==> config.mk <==
export PLATFORM = sky130hd
export DESIGN_NAME = wind_profile_interpolator_core
export DESIGN_NICKNAME = d
export VERILOG_FILES = /design/src/rtl/core/wpi_pkg.sv /design/src/rtl/core/wpi_layer_ram.sv /design/src/rtl/core/wpi_frac_div.sv /design/src/rtl/core/wpi_lerp_unit.sv /design/src/rtl/core/wind_profile_interpolator_core.sv
export VERILOG_INCLUDE_DIRS = /design/src /design/src/rtl/core
export SDC_FILE = /design/constraint.sdc
export NUM_CORES = 2
export LEC_CHECK = 0
export BUFFER_PORTS_ARGS = -buffer_cell sky130_fd_sc_hd__buf_2
export CORE_MARGIN = 4
export CORE_UTILIZATION = 35
export CTS_CLUSTER_DIAMETER = 200
export DETAILED_ROUTE_END_ITERATION = 8
export PLACE_DENSITY = 0.5
export SKIP_LAST_GASP = 1
export SLEW_MARGIN = 15
export SYNTH_ARGS = -nofsm -noshare
export SYNTH_HDL_FRONTEND = slang
export SYNTH_SLANG_ARGS = --single-unit
==> constraint.sdc <==
create_clock -name clk -period 19.1 [get_ports clk]
set_input_delay 3.82 -clock clk [delete_from_list [all_inputs] [get_ports clk]]
set_output_delay 3.82 -clock clk [all_outputs]
set_load 0.02 [all_outputs]
==> src/rtl/core/wind_profile_interpolator_core_macros.svh <==
// Assertion helpers shared by the wind profile interpolator RTL.
// Both macros expect a clock named clk and an active-low reset named rst_n.
`ifndef WIND_PROFILE_INTERPOLATOR_CORE_MACROS_SVH
`define WIND_PROFILE_INTERPOLATOR_CORE_MACROS_SVH

// Same-cycle implication.
`define WPI_ASSERT_IMPL(label, ante, cons, msg) \
  label: assert property (@(posedge clk) disable iff (!rst_n) (ante) |-> (cons)) \
    else $error(msg);

// Next-cycle implication.
`define WPI_ASSERT_NEXT(label, ante, cons, msg) \
  label: assert property (@(posedge clk) disable iff (!rst_n) (ante) |=> (cons)) \
    else $error(msg);

`endif

==> src/rtl/core/wpi_pkg.sv <==
package wpi_pkg;

  localparam int MAX_LAYERS = 8;
  localparam int LAYER_AW   = (MAX_LAYERS > 1) ? $clog2(MAX_LAYERS) : 1;
  localparam int CNT_W      = $clog2(MAX_LAYERS + 1);

  // The fraction t is unsigned Q1.16, so it spans 0..65536.
  localparam int FRAC_BITS = 16;
  localparam int T_W       = FRAC_BITS + 1;
  localparam int DIV_CNT_W = $clog2(T_W);

  typedef enum logic [1:0] {
    KIND_CLEAR  = 2'd0,
    KIND_INSERT = 2'd1,
    KIND_QUERY  = 2'd2
  } kind_e;

  typedef struct packed {
    logic        [1:0]  kind;
    logic signed [31:0] altitude;
    logic signed [31:0] vel_x_in;
    logic signed [31:0] vel_y_in;
    logic signed [31:0] vel_z_in;
  } wpi_in_t;

  typedef struct packed {
    logic signed [31:0] vel_x_out;
    logic signed [31:0] vel_y_out;
    logic signed [31:0] vel_z_out;
  } wpi_out_t;

  typedef struct packed {
    logic signed [31:0] x;
    logic signed [31:0] y;
    logic signed [31:0] z;
  } vel_t;

  typedef struct packed {
    logic signed [31:0] altitude;
    vel_t               vel;
  } layer_t;

  typedef struct packed {
    logic                wr_en;
    logic [LAYER_AW-1:0] wr_addr;
    layer_t              wr_data;
    logic [LAYER_AW-1:0] rd_addr;
  } ram_req_t;

endpackage

==> src/rtl/core/wpi_layer_ram.sv <==
module wpi_layer_ram
  import wpi_pkg::*;
(
  input  logic     clk,
  input  ram_req_t req,
  output layer_t   rd_data
);

  // One write port, one read port, registered read data. A read of the entry
  // being written in the same cycle returns the old contents.
  layer_t mem [MAX_LAYERS];
  layer_t rd_data_r;

  always_ff @(posedge clk) begin
    if (req.wr_en) begin
      mem[req.wr_addr] <= req.wr_data;
    end
  end

  always_ff @(posedge clk) begin
    rd_data_r <= mem[req.rd_addr];
  end

  assign rd_data = rd_data_r;

endmodule

==> src/rtl/core/wpi_frac_div.sv <==
module wpi_frac_div
  import wpi_pkg::*;
(
  input  logic           clk,
  input  logic           rst_n,
  input  logic           start,
  input  logic [31:0]    dividend,
  input  logic [31:0]    divisor,
  output logic           done,
  output logic [T_W-1:0] quot
);

  // Restoring division of (dividend << 16) by divisor, one quotient bit per
  // cycle. The dividend never exceeds the divisor, so 17 bits suffice.
  logic                 active_r, active_nxt;
  logic                 done_r, done_nxt;
  logic [DIV_CNT_W-1:0] cnt_r, cnt_nxt;
  logic [32:0]          rem_r, rem_nxt;
  logic [31:0]          den_r, den_nxt;
  logic [T_W-1:0]       quot_r, quot_nxt;
  logic                 ge;
  logic [32:0]          rem_sub;

  always_comb begin
    ge      = rem_r >= {1'b0, den_r};
    rem_sub = ge ? (rem_r - {1'b0, den_r}) : rem_r;

    active_nxt = active_r;
    done_nxt   = 1'b0;
    cnt_nxt    = cnt_r;
    rem_nxt    = rem_r;
    den_nxt    = den_r;
    quot_nxt   = quot_r;
    if (start) begin
      active_nxt = 1'b1;
      cnt_nxt    = '0;
      rem_nxt    = {1'b0, dividend};
      den_nxt    = divisor;
      quot_nxt   = '0;
    end else if (active_r) begin
      rem_nxt  = {rem_sub[31:0], 1'b0};
      quot_nxt = {quot_r[T_W-2:0], ge};
      cnt_nxt  = cnt_r + 1'b1;
      if (cnt_r == DIV_CNT_W'(T_W - 1)) begin
        active_nxt = 1'b0;
        done_nxt   = 1'b1;
      end
    end
  end

  always_ff @(posedge clk) begin
    if (!rst_n) begin
      active_r <= 1'b0;
      done_r   <= 1'b0;
      cnt_r    <= '0;
    end else begin
      active_r <= active_nxt;
      done_r   <= done_nxt;
      cnt_r    <= cnt_nxt;
    end
  end

  always_ff @(posedge clk) begin
    rem_r  <= rem_nxt;
    den_r  <= den_nxt;
    quot_r <= quot_nxt;
  end

  assign done = done_r;
  assign quot = quot_r;

endmodule

==> src/rtl/core/wpi_lerp_unit.sv <==
module wpi_lerp_unit
  import wpi_pkg::*;
(
  input  logic           clk,
  input  logic           rst_n,
  input  logic           start,
  input  vel_t           lo,
  input  vel_t           hi,
  input  logic [T_W-1:0] t,
  output logic           done,
  output vel_t           res
);

  // One multiplier shared by the three components. The product of one
  // component is registered while the previous one is shifted and added.
  logic                  active_r, active_nxt;
  logic                  done_r, done_nxt;
  logic [1:0]            cnt_r, cnt_nxt;
  logic [T_W-1:0]        t_r;
  logic signed [50:0]    prod_r;
  logic signed [31:0]    lo_pipe_r;
  vel_t                  res_r;
  logic signed [31:0]    sel_lo, sel_hi;
  logic signed [32:0]    diff;
  logic signed [50:0]    prod_nxt;
  logic signed [50:0]    prod_sh;
  logic signed [33:0]    sum;

  always_comb begin
    unique case (cnt_r)
      2'd0:    begin sel_lo = lo.x; sel_hi = hi.x; end
      2'd1:    begin sel_lo = lo.y; sel_hi = hi.y; end
      default: begin sel_lo = lo.z; sel_hi = hi.z; end
    endcase
    diff     = 33'(sel_hi) - 33'(sel_lo);
    prod_nxt = diff * $signed({1'b0, t_r});
    prod_sh  = prod_r >>> FRAC_BITS;
    sum      = 34'(lo_pipe_r) + prod_sh[33:0];
  end

  always_comb begin
    active_nxt = active_r;
    done_nxt   = 1'b0;
    cnt_nxt    = cnt_r;
    if (start) begin
      active_nxt = 1'b1;
      cnt_nxt    = '0;
    end else if (active_r) begin
      cnt_nxt = cnt_r + 1'b1;
      if (cnt_r == 2'd3) begin
        active_nxt = 1'b0;
        done_nxt   = 1'b1;
      end
    end
  end

  always_ff @(posedge clk) begin
    if (!rst_n) begin
      active_r <= 1'b0;
      done_r   <= 1'b0;
      cnt_r    <= '0;
    end else begin
      active_r <= active_nxt;
      done_r   <= done_nxt;
      cnt_r    <= cnt_nxt;
    end
  end

  always_ff @(posedge clk) begin
    if (start) begin
      t_r <= t;
    end
    if (active_r) begin
      prod_r    <= prod_nxt;
      lo_pipe_r <= sel_lo;
      unique case (cnt_r)
        2'd1:    res_r.x <= sum[31:0];
        2'd2:    res_r.y <= sum[31:0];
        2'd3:    res_r.z <= sum[31:0];
        default: ;
      endcase
    end
  end

  assign done = done_r;
  assign res  = res_r;

endmodule

==> src/rtl/core/wind_profile_interpolator_core.sv <==
// Channel  Dir  Handshake                  Payload
// in_      in   in_valid / in_ready        wpi_in_t: kind, altitude, vel_x/y/z_in
// out_     out  out_valid / out_ready      wpi_out_t: vel_x/y/z_out
//
// A clear and an insert into an empty table complete in the idle state; otherwise
// an insert walks down from the top entry, one shifted layer per cycle.
// A clamped query returns the first or last layer; an interpolated query searches
// for its bracket and then waits on the 17-step fraction divider and the lerp unit.
// Synchronous active-low reset empties the table; the layer memory is not cleared.
// A result waiting on out_ready holds the next query in its final state, but new
// transfers keep being accepted until then.
`include "wind_profile_interpolator_core_macros.svh"

module wind_profile_interpolator_core
  import wpi_pkg::*;
(
  input  logic     clk,
  input  logic     rst_n,
  input  logic     in_valid,
  output logic     in_ready,
  input  wpi_in_t  in_data,
  output logic     out_valid,
  input  logic     out_ready,
  output wpi_out_t out_data
);

  // The sequencer owns the layer memory. Inserts shift layers upward from the top
  // of the table; queries read the first entry, then the last, then scan upward
  // for the bracketing pair before handing off to the divider and the lerp unit.
  typedef enum logic [8:0] {
    S_IDLE    = 9'b000000001,
    S_INS_CMP = 9'b000000010,
    S_INS_WR  = 9'b000000100,
    S_Q_LO    = 9'b000001000,
    S_Q_HI    = 9'b000010000,
    S_Q_SCAN  = 9'b000100000,
    S_DIV     = 9'b001000000,
    S_LERP    = 9'b010000000,
    S_OUT     = 9'b100000000
  } state_e;

  state_e              state_r, state_nxt;
  logic [CNT_W-1:0]    count_r, count_nxt;
  wpi_in_t             item_r, item_nxt;
  logic [LAYER_AW-1:0] j_r, j_nxt;
  logic [LAYER_AW-1:0] i_r, i_nxt;
  layer_t              lo_r, lo_nxt;
  layer_t              hi_r, hi_nxt;
  vel_t                res_r, res_nxt;
  logic                out_valid_r, out_valid_nxt;
  wpi_out_t            out_data_r, out_data_nxt;

  ram_req_t            ram_req;
  layer_t              ram_rd;
  layer_t              new_layer;
  logic [CNT_W-1:0]    cnt_m1;
  logic                accept;

  logic                div_start;
  logic [31:0]         div_dividend;
  logic [31:0]         div_divisor;
  logic                div_done;
  logic [T_W-1:0]      div_quot;
  logic                lerp_start;
  logic                lerp_done;
  vel_t                lerp_res;

  wpi_layer_ram u_ram (
    .clk     (clk),
    .req     (ram_req),
    .rd_data (ram_rd)
  );

  wpi_frac_div u_div (
    .clk      (clk),
    .rst_n    (rst_n),
    .start    (div_start),
    .dividend (div_dividend),
    .divisor  (div_divisor),
    .done     (div_done),
    .quot     (div_quot)
  );

  wpi_lerp_unit u_lerp (
    .clk   (clk),
    .rst_n (rst_n),
    .start (lerp_start),
    .lo    (lo_r.vel),
    .hi    (hi_r.vel),
    .t     (div_quot),
    .done  (lerp_done),
    .res   (lerp_res)
  );

  assign in_ready = (state_r == S_IDLE);
  assign accept   = in_valid && in_ready;
  assign cnt_m1   = count_r - 1'b1;

  // The layer being inserted, taken from the captured item.
  assign new_layer = '{altitude: item_r.altitude,
                       vel: '{x: item_r.vel_x_in, y: item_r.vel_y_in, z: item_r.vel_z_in}};

  // The bracket distances; both are positive once a bracket is found.
  assign div_dividend = 32'(item_r.altitude - lo_r.altitude);
  assign div_divisor  = 32'(ram_rd.altitude - lo_r.altitude);

  always_comb begin
    state_nxt     = state_r;
    count_nxt     = count_r;
    item_nxt      = item_r;
    j_nxt         = j_r;
    i_nxt         = i_r;
    lo_nxt        = lo_r;
    hi_nxt        = hi_r;
    res_nxt       = res_r;
    div_start     = 1'b0;
    lerp_start    = 1'b0;

    ram_req.wr_en   = 1'b0;
    ram_req.wr_addr = j_r;
    ram_req.wr_data = new_layer;
    ram_req.rd_addr = '0;

    // A result is held until the output register is free.
    out_valid_nxt = out_valid_r && !out_ready;
    out_data_nxt  = out_data_r;

    unique case (state_r)
      S_IDLE: begin
        // Prefetch the first entry for a query, the top entry for an insert.
        ram_req.rd_addr = (in_data.kind == KIND_QUERY) ? '0 : cnt_m1[LAYER_AW-1:0];
        if (accept) begin
          item_nxt = in_data;
          unique case (in_data.kind)
            KIND_CLEAR: begin
              count_nxt = '0;
            end
            KIND_INSERT: begin
              if (count_r >= CNT_W'(MAX_LAYERS)) begin
                // Full table: the layer is dropped.
              end else if (count_r == '0) begin
                ram_req.wr_en   = 1'b1;
                ram_req.wr_addr = '0;
                ram_req.wr_data = '{altitude: in_data.altitude,
                                    vel: '{x: in_data.vel_x_in, y: in_data.vel_y_in,
                                           z: in_data.vel_z_in}};
                count_nxt       = count_r + 1'b1;
              end else begin
                j_nxt     = count_r[LAYER_AW-1:0];
                state_nxt = S_INS_CMP;
              end
            end
            KIND_QUERY: begin
              if (count_r == '0) begin
                res_nxt   = '0;
                state_nxt = S_OUT;
              end else begin
                state_nxt = S_Q_LO;
              end
            end
            default: ;
          endcase
        end
      end

      S_INS_CMP: begin
        // ram_rd holds entry j-1. Higher layers move up by one.
        ram_req.wr_en = 1'b1;
        if ($signed(ram_rd.altitude) > $signed(item_r.altitude)) begin
          ram_req.wr_data = ram_rd;
          j_nxt           = j_r - 1'b1;
          if (j_r == LAYER_AW'(1)) begin
            state_nxt = S_INS_WR;
          end else begin
            ram_req.rd_addr = j_r - 1'b1 - 1'b1;
          end
        end else begin
          count_nxt = count_r + 1'b1;
          state_nxt = S_IDLE;
        end
      end

      S_INS_WR: begin
        ram_req.wr_en = 1'b1;
        count_nxt     = count_r + 1'b1;
        state_nxt     = S_IDLE;
      end

      S_Q_LO: begin
        if ($signed(item_r.altitude) <= $signed(ram_rd.altitude)) begin
          res_nxt   = ram_rd.vel;
          state_nxt = S_OUT;
        end else begin
          lo_nxt          = ram_rd;
          ram_req.rd_addr = cnt_m1[LAYER_AW-1:0];
          state_nxt       = S_Q_HI;
        end
      end

      S_Q_HI: begin
        // The top check comes before the scan so that equal top altitudes
        // resolve to the last layer.
        if ($signed(item_r.altitude) >= $signed(ram_rd.altitude)) begin
          res_nxt   = ram_rd.vel;
          state_nxt = S_OUT;
        end else begin
          ram_req.rd_addr = LAYER_AW'(1);
          i_nxt           = LAYER_AW'(1);
          state_nxt       = S_Q_SCAN;
        end
      end

      S_Q_SCAN: begin
        // ram_rd holds entry i; lo_r holds entry i-1.
        if ($signed(item_r.altitude) <= $signed(ram_rd.altitude)) begin
          hi_nxt    = ram_rd;
          div_start = 1'b1;
          state_nxt = S_DIV;
        end else begin
          lo_nxt          = ram_rd;
          i_nxt           = i_r + 1'b1;
          ram_req.rd_addr = i_r + 1'b1;
        end
      end

      S_DIV: begin
        if (div_done) begin
          lerp_start = 1'b1;
          state_nxt  = S_LERP;
        end
      end

      S_LERP: begin
        if (lerp_done) begin
          res_nxt   = lerp_res;
          state_nxt = S_OUT;
        end
      end

      S_OUT: begin
        if (!out_valid_r || out_ready) begin
          out_valid_nxt = 1'b1;
          out_data_nxt  = '{vel_x_out: res_r.x, vel_y_out: res_r.y, vel_z_out: res_r.z};
          state_nxt     = S_IDLE;
        end
      end

      default: begin
        state_nxt = S_IDLE;
      end
    endcase
  end

  always_ff @(posedge clk) begin
    if (!rst_n) begin
      state_r     <= S_IDLE;
      count_r     <= '0;
      out_valid_r <= 1'b0;
    end else begin
      state_r     <= state_nxt;
      count_r     <= count_nxt;
      out_valid_r <= out_valid_nxt;
    end
  end

  always_ff @(posedge clk) begin
    item_r     <= item_nxt;
    j_r        <= j_nxt;
    i_r        <= i_nxt;
    lo_r       <= lo_nxt;
    hi_r       <= hi_nxt;
    res_r      <= res_nxt;
    out_data_r <= out_data_nxt;
  end

  assign out_valid = out_valid_r;
  assign out_data  = out_data_r;

  `WPI_ASSERT_IMPL(a_div_done_in_div, div_done, state_r == S_DIV, "divider finished outside the divide state")
  `WPI_ASSERT_IMPL(a_lerp_done_in_lerp, lerp_done, state_r == S_LERP, "lerp finished outside the lerp state")
  `WPI_ASSERT_NEXT(a_insert_grows_one, state_r == S_INS_WR, count_r == $past(count_r) + 1'b1, "insert did not add exactly one layer")
  `WPI_ASSERT_IMPL(a_scan_in_table, state_r == S_Q_SCAN, CNT_W'(i_r) < count_r, "bracket scan ran past the last layer")

endmodule

## Word level (Yosys, flattened, before mapping)

Memories as Yosys holds them, arrays and structs flattened. A register that Yosys moved wholly into a read port is not among the register bits.
Index checks and enable logic that the tools add are counted.

- Mux-type cells: 71
- $add $sub $neg: 12
- $mul: 1
- Equal/unequal tests: 38
- Bitwise operators: 4
- Reductions and logical operators: 31
- Magnitude comparators: 5

Operators by type and width:

| operator | number |
|---|---|
| $mux 96 | 6 |
| $mux 132 | 4 |
| $pmux 96 s4 | 1 |
| $pmux 128 s2 | 1 |
| $mux 131 | 1 |
| $pmux 32 s2 | 2 |
| $mux 9 | 12 |
| $mux 32 | 3 |
| $sub 32x32->32 | 3 |
| $pmux 9 s8 | 1 |
| $mul 33x18->48 | 1 |
| $mux 3 | 12 |
| $ge 33x32->1 | 1 |
| $sub 32x32->33 | 1 |
| $add 32x32->32 | 1 |
| $ge 32x32->1 | 1 |
| $gt 32x32->1 | 1 |
| $le 32x32->1 | 1 |
| $ne 2x2->1 const B | 10 |
| $pmux 9 s2 | 1 |
| $mux 1 | 17 |
| $mux 4 | 4 |
| $pmux 3 s5 | 1 |
| $reduce_and 2->1 | 7 |
| other kinds (41) | 69 |

- Memories: 1
- RAM bits: 1024
- Output and inout bits: 98
- Bits of input ports: 134
- Word-level logic and storage cells: 201
- Flip-flop bits (word level): 850

Memory list:

| name | depth | width | read ports | clocked after memory_dff | write ports | RTL line | source |
|---|---|---|---|---|---|---|---|
| u_ram.mem | 8 | 128 | 1 | 1 | 1 | wpi_layer_ram.sv:11 | `layer_t mem [MAX_LAYERS];` |

## Longest topological paths before layout

- Depth in word-level cells: 8
- Depth in mapped cells: 44
- Depth with buffers taken out: 41

## Hierarchy

A second synthesis with hierarchy kept.

- Cells, all modules: 6899
- Area, all modules: 99870.8 µm²

Modules (own cells, without submodules):

| module | area each (µm²) | times used | seq. area each (µm²) | cells each |
|---|---|---|---|---|
| wpi_layer_ram | 41554.9 | 1 | 33311.9 | 1620 |
| wpi_lerp_unit | 28361.0 | 1 | 5395.2 | 2945 |
| wind_profile_interpolator_core | 24699.9 | 1 | 16796.1 | 1806 |
| wpi_frac_div | 5255.0 | 1 | 2422.3 | 528 |

## Worst setup path after synthesis

OpenSTA, ideal clock, no wires.

- Path kind: reg2reg
- From: reg state_r[6]
- To: mem u_ram.mem[4][0] (netlist bit) (enable)
- Stages on the path, launching flop included: 7
- Setup time: 0.772 ns
- Path buffers: 1
- Clock period less this slack: 10.757 ns
- Slack: 8.343 ns
- Required time: 18.328 ns
- Data arrival time: 9.985 ns
- Cells stage by stage: dfxtp_1 > clkbuf_1 > nor4_1 > nor2b_1 > and3_1 > nand2_1 > nor3_1

- Longest elaborated chain between the ends: 6
- Elaborated cells on any way between the ends: 10
- Those cells by class: eq/ne: 3; mux: 5; reduce/logical: 2

Ends and longest elaborated chain:

| element | RTL line | source |
|---|---|---|
| start, declared | wind_profile_interpolator_core.sv:42 | `state_e state_r, state_nxt;` |
| start signal, assigned | wind_profile_interpolator_core.sv:260 | `state_r <= state_nxt;` |
| $eq 9x1->1 | wind_profile_interpolator_core.sv:95, wind_profile_interpolator_core.sv:128 |  |
| $logic_and 1x1->1 | wind_profile_interpolator_core.sv:96 | `assign accept = in_valid && in_ready;` |
| $mux 132 | wind_profile_interpolator_core.sv:132 | `if (accept) begin` |
| $pmux 1 s2 | wind_profile_interpolator_core.sv:128 | `unique case (state_r)` |
| $mux 1 | wpi_layer_ram.sv:15 | `if (req.wr_en) begin` |
| $mux 1 (implied by the code) | wpi_layer_ram.sv:16 | `mem[req.wr_addr] <= req.wr_data;` |
| end, declared | wpi_layer_ram.sv:11 |  |

Several ways; a longest one is shown, not always the timed one.

## Final worst setup path

- From: reg u_lerp.cnt_r[0]
- To: reg u_lerp.prod_r[47] (data pin)

- Longest elaborated chain between the ends: 4
- Elaborated cells on any way between the ends: 6
- Those cells by class: add/sub: 1; mul: 1; eq/ne: 1; mux: 2; reduce/logical: 1

Ends and longest elaborated chain:

| element | RTL line | source |
|---|---|---|
| start, declared | wpi_lerp_unit.sv:18 | `logic [1:0] cnt_r, cnt_nxt;` |
| start signal, assigned | wpi_lerp_unit.sv:65 | `cnt_r <= cnt_nxt;` |
| $eq 2x1->1 or $logic_not 2->1 (tied branches) | wpi_lerp_unit.sv:30 | `unique case (cnt_r)` |
| $pmux 32 s2 | wpi_lerp_unit.sv:30 |  |
| $sub 32x32->33 * | wpi_lerp_unit.sv:35 | `diff = 33'(sel_hi) - 33'(sel_lo);` |
| $mul 33x18->48 * | wpi_lerp_unit.sv:36 | `prod_nxt = diff * $signed({1'b0, t_r});` |
| named net u_lerp.prod_nxt[47] | wpi_lerp_unit.sv:25 | `logic signed [50:0] prod_nxt;` |
| end signal, assigned | wpi_lerp_unit.sv:74 | `prod_r <= prod_nxt;` |
| end, declared | wpi_lerp_unit.sv:20 | `logic signed [50:0] prod_r;` |

Mark *: on every way through the listed nets, which the timed path passes. The rest lies on a longest branch.
A chain may end at the register's enable or synchronous reset.

==> flow_metrics.py <==
metrics = {
    "logic_synthesis": {
        "synth_area_um2": 98500,
        "ys_types": 82,
        "synth_area_leaders": "edfxtp_1, fa_1, mux2i_1",
        "synth_edf_count": 1815,
        "ys_async_sr_fraction_pct": 0,
        "netlist_instances": 7196,
        "seq_area_frac_synth_pct": 58.8,
        "synth_ff_type": "edfxtp_1",
        "yosysWarnings": 0,
        "ys_ff_latch": 1986,
        "yosys.area.top_type": "edfxtp_1",
        "yosys.area.top_type_share_pct": 55.3,
        "syn-num-nets": 8160,
        "syn_avg_cell_area_um2": 13.7,
    },
    "setup_path": {
        "critPathRequiredTime_ns": 19.69,
        "r2r_start": "u_lerp.cnt_r[0]",
        "rrSetupSlack_ns": 7.85,
        "cp.arrival_ns": 11.84,
        "path_max_fanout": 65,
        "crit_start": "u_lerp.cnt_r[0]",
        "worstSetupPathType": "flop to flop",
        "critPathTopFamily": "adder cells",
        "start_kind": "flop",
        "cpMostUsedCell": "fa_1",
        "crit_slowest_cell": "xor2_2",
        "worstSetupEndpointType": "flop",
        "critPathMaxStageDelay_ns": 0.80,
        "r2r_cells": 38,
        "timing.rr.end": "u_lerp.prod_r[47]",
        "cp_num_buf_inv": 7,
    },
    "grt": {
        "grt_pass1_vias": 60340,
        "grt_usage_pct": 19.1,
        "grt_max_degree": 132,
        "antenna_found_initial": 42,
        "grt_overflow": 0,
        "grt_pass1_wl_mm": 414,
    },
    "timing": {
        "layout_min_cycle_time_ns": 11.25,
        "slew_viol_final": 0,
        "tightest_slew_ns": 1.15,
        "skew_ns": 0.0598,
        "setup-tns-final_ns": 0,
        "rsz0062_at_grt": "no",
        "hold_viol": 0,
        "finalSetupViolCount": 0,
        "slew_headroom_pct": 23.3,
        "fmax_mhz": 88.9,
        "period_share_pct": 58.9,
        "hold_slack_ns": 0.413,
    },
    "detailed_routing": {
        "post_drt_via_cell_ratio": 5.17,
        "drt_wl_total_mm": 283,
        "wl_per_cell_um": 24.9,
        "drc_errors": 0,
        "dr.pass1.iters": 8,
        "drt-initial-drc-count": 4882,
        "vias": 58711,
        "antenna_left": 0,
    },
    "power": {
        "total_power_mw": 15.1,
        "power_density_nw_per_um2": 136,
        "ir_worst_vdd_mv": 0.275,
        "leakagePower_nw": 43.7,
    },
    "finish": {
        "stdcell_area_um2": 111000,
        "layout_common_cells": "edfxtp_1, inv_1, nand2_1",
        "area_growth_pct": 12.6,
        "final-instance-count-excl-fill": 11346,
        "final_common_cell": "edfxtp_1",
        "drive_gt1_share_pct": 9.16,
        "nets": 8406,
    },
    "min_path": {
        "hp-class": "flop to flop",
        "hold_start": "res_r[80]",
        "hold_path_depth": 0,
        "min_to": "out_data[80]",
    },
    "clocking": {
        "h-tree-depth": 4,
        "clkTransAtPathRegs_ns": 0.06,
        "numClockSinks": 1986,
        "cts-root-buf": "clkbuf_16",
        "cts_resized": 0,
        "cts_tree": "yes",
        "hold_buffers": 0,
        "insertion_delay_ns": 0.85,
        "cts_setup_buffers": 0,
        "clock_path_buffers": 4,
        "numCtsBuffers": 207,
    },
    "floorplan": {
        "die_h_um": 539,
        "dieArea_um2": 290000,
        "fp.dieW_um": 539,
        "ioPinCount": 232,
        "rows": 194,
        "initial_utilization_pct": 35.2,
        "fp.coreArea_um2": 280000,
    },
    "place": {
        "dp.final_hpwl_mm": 185,
        "placed_cell_area_um2": 104000,
        "gp_congestion": 0.862,
        "portBuffers": 231,
        "dp_cells": 10957,
    },
    "flow_run": {
        "drv_cap": 0,
    },
    "run_status": {
        "outcome": "complete, no violations",
    },
}
[kinds of logic after synthesis]
kind of cell	share of synthesized area [%]
adders and majority gates	14.5
DFF	58.8
muxes	4.94
AOI/OAI and AO/OA	8.67
and+or+nand+nor	6.50
buffers and inverters	4.87
xor gates and xnor gates	1.75
[metal layers]
metal	wire length, um	track usage (%)	vias to the layer above
li1	-	-	26320
met1	127000	26.6	30441
met2	134000	31.7	1591
met3	14100	2.37	353
met4	6590	4.62	6
met5	41	0	-
[flip-flops by register name, summed over array words and instances, names as in the netlist, 33 cells and up]
signal and flops:
u_ram.rd_data 128, out_data 96, u_div.rem_r 33, lo_r 128
item_r 128, u_ram.mem 1024, res_r 96, u_lerp.res 96
hi_r 96
[final cells by class]
class / count / area (um2)
clock inverters: 91 / 881
multi-input cells: 3968 / 36000
clock buffers: 287 / 5750
fillers: 26056 / 169000
well taps: 3724 / 4660
flip-flops and latches: 1986 / 57900
diodes: 11 / 27.5
inverters: 931 / 3510
repair buffers: 348 / 2130
[worst max-delay path by stage]
stage,depth (start not counted),endpoint,slack [ns]
2_1_floorplan,6,u_ram.mem[4][0],8.34
3_3_place_gp,40,u_lerp.prod_r[47],7.90
3_5_place_dp,38,u_lerp.prod_r[47],7.75
4_1_cts,38,u_lerp.prod_r[47],7.73
5_1_grt,38,u_lerp.prod_r[47],7.23
6_report,38,u_lerp.prod_r[47],7.85
[cells in the mapped netlist (22+ instances only)]
master,instances
ha_1,311
nor3_1,37
fa_1,519
a211oi_1,34
xor2_1,64
nand4_1,24
o211ai_1,22
o21a_1,33
dfxtp_1,171
a222oi_1,126
o21ai_0,105
and2_1,275
a21o_1,89
nor2_1,159
inv_1,929
nand2_1,547
a21oi_1,209
nand3_1,94
buf_2,37
nor2b_1,55
xnor2_1,130
a31oi_1,23
nand2b_1,31
a22o_1,233
buf_1,27
buf_4,23
a22oi_1,58
mux2i_1,485
and3_1,35
a221oi_1,110
clkbuf_1,222
edfxtp_1,1815
[power by group]
group | leakage [nW] | switching (mW) | total (mW) | internal, mW
clock | 3.24 | 1.67 | 3.98 | 2.31
sequential | 17.9 | 0.596 | 6.26 | 5.66
combinational | 22.6 | 2.96 | 4.83 | 1.87
total | 43.7 | 5.22 | 15.1 | 9.85
[through the flow]
stage / setup WS (ns) / utilization (%)
floorplan: 8.34 / -
global placement: 7.90 / 37.2
detailed placement: 7.75 / 37.2
CTS: 7.73 / 39.6
global route: 7.23 / 39.6
finish: 7.85 / 39.6
Power figures use the tool's default switching activity.
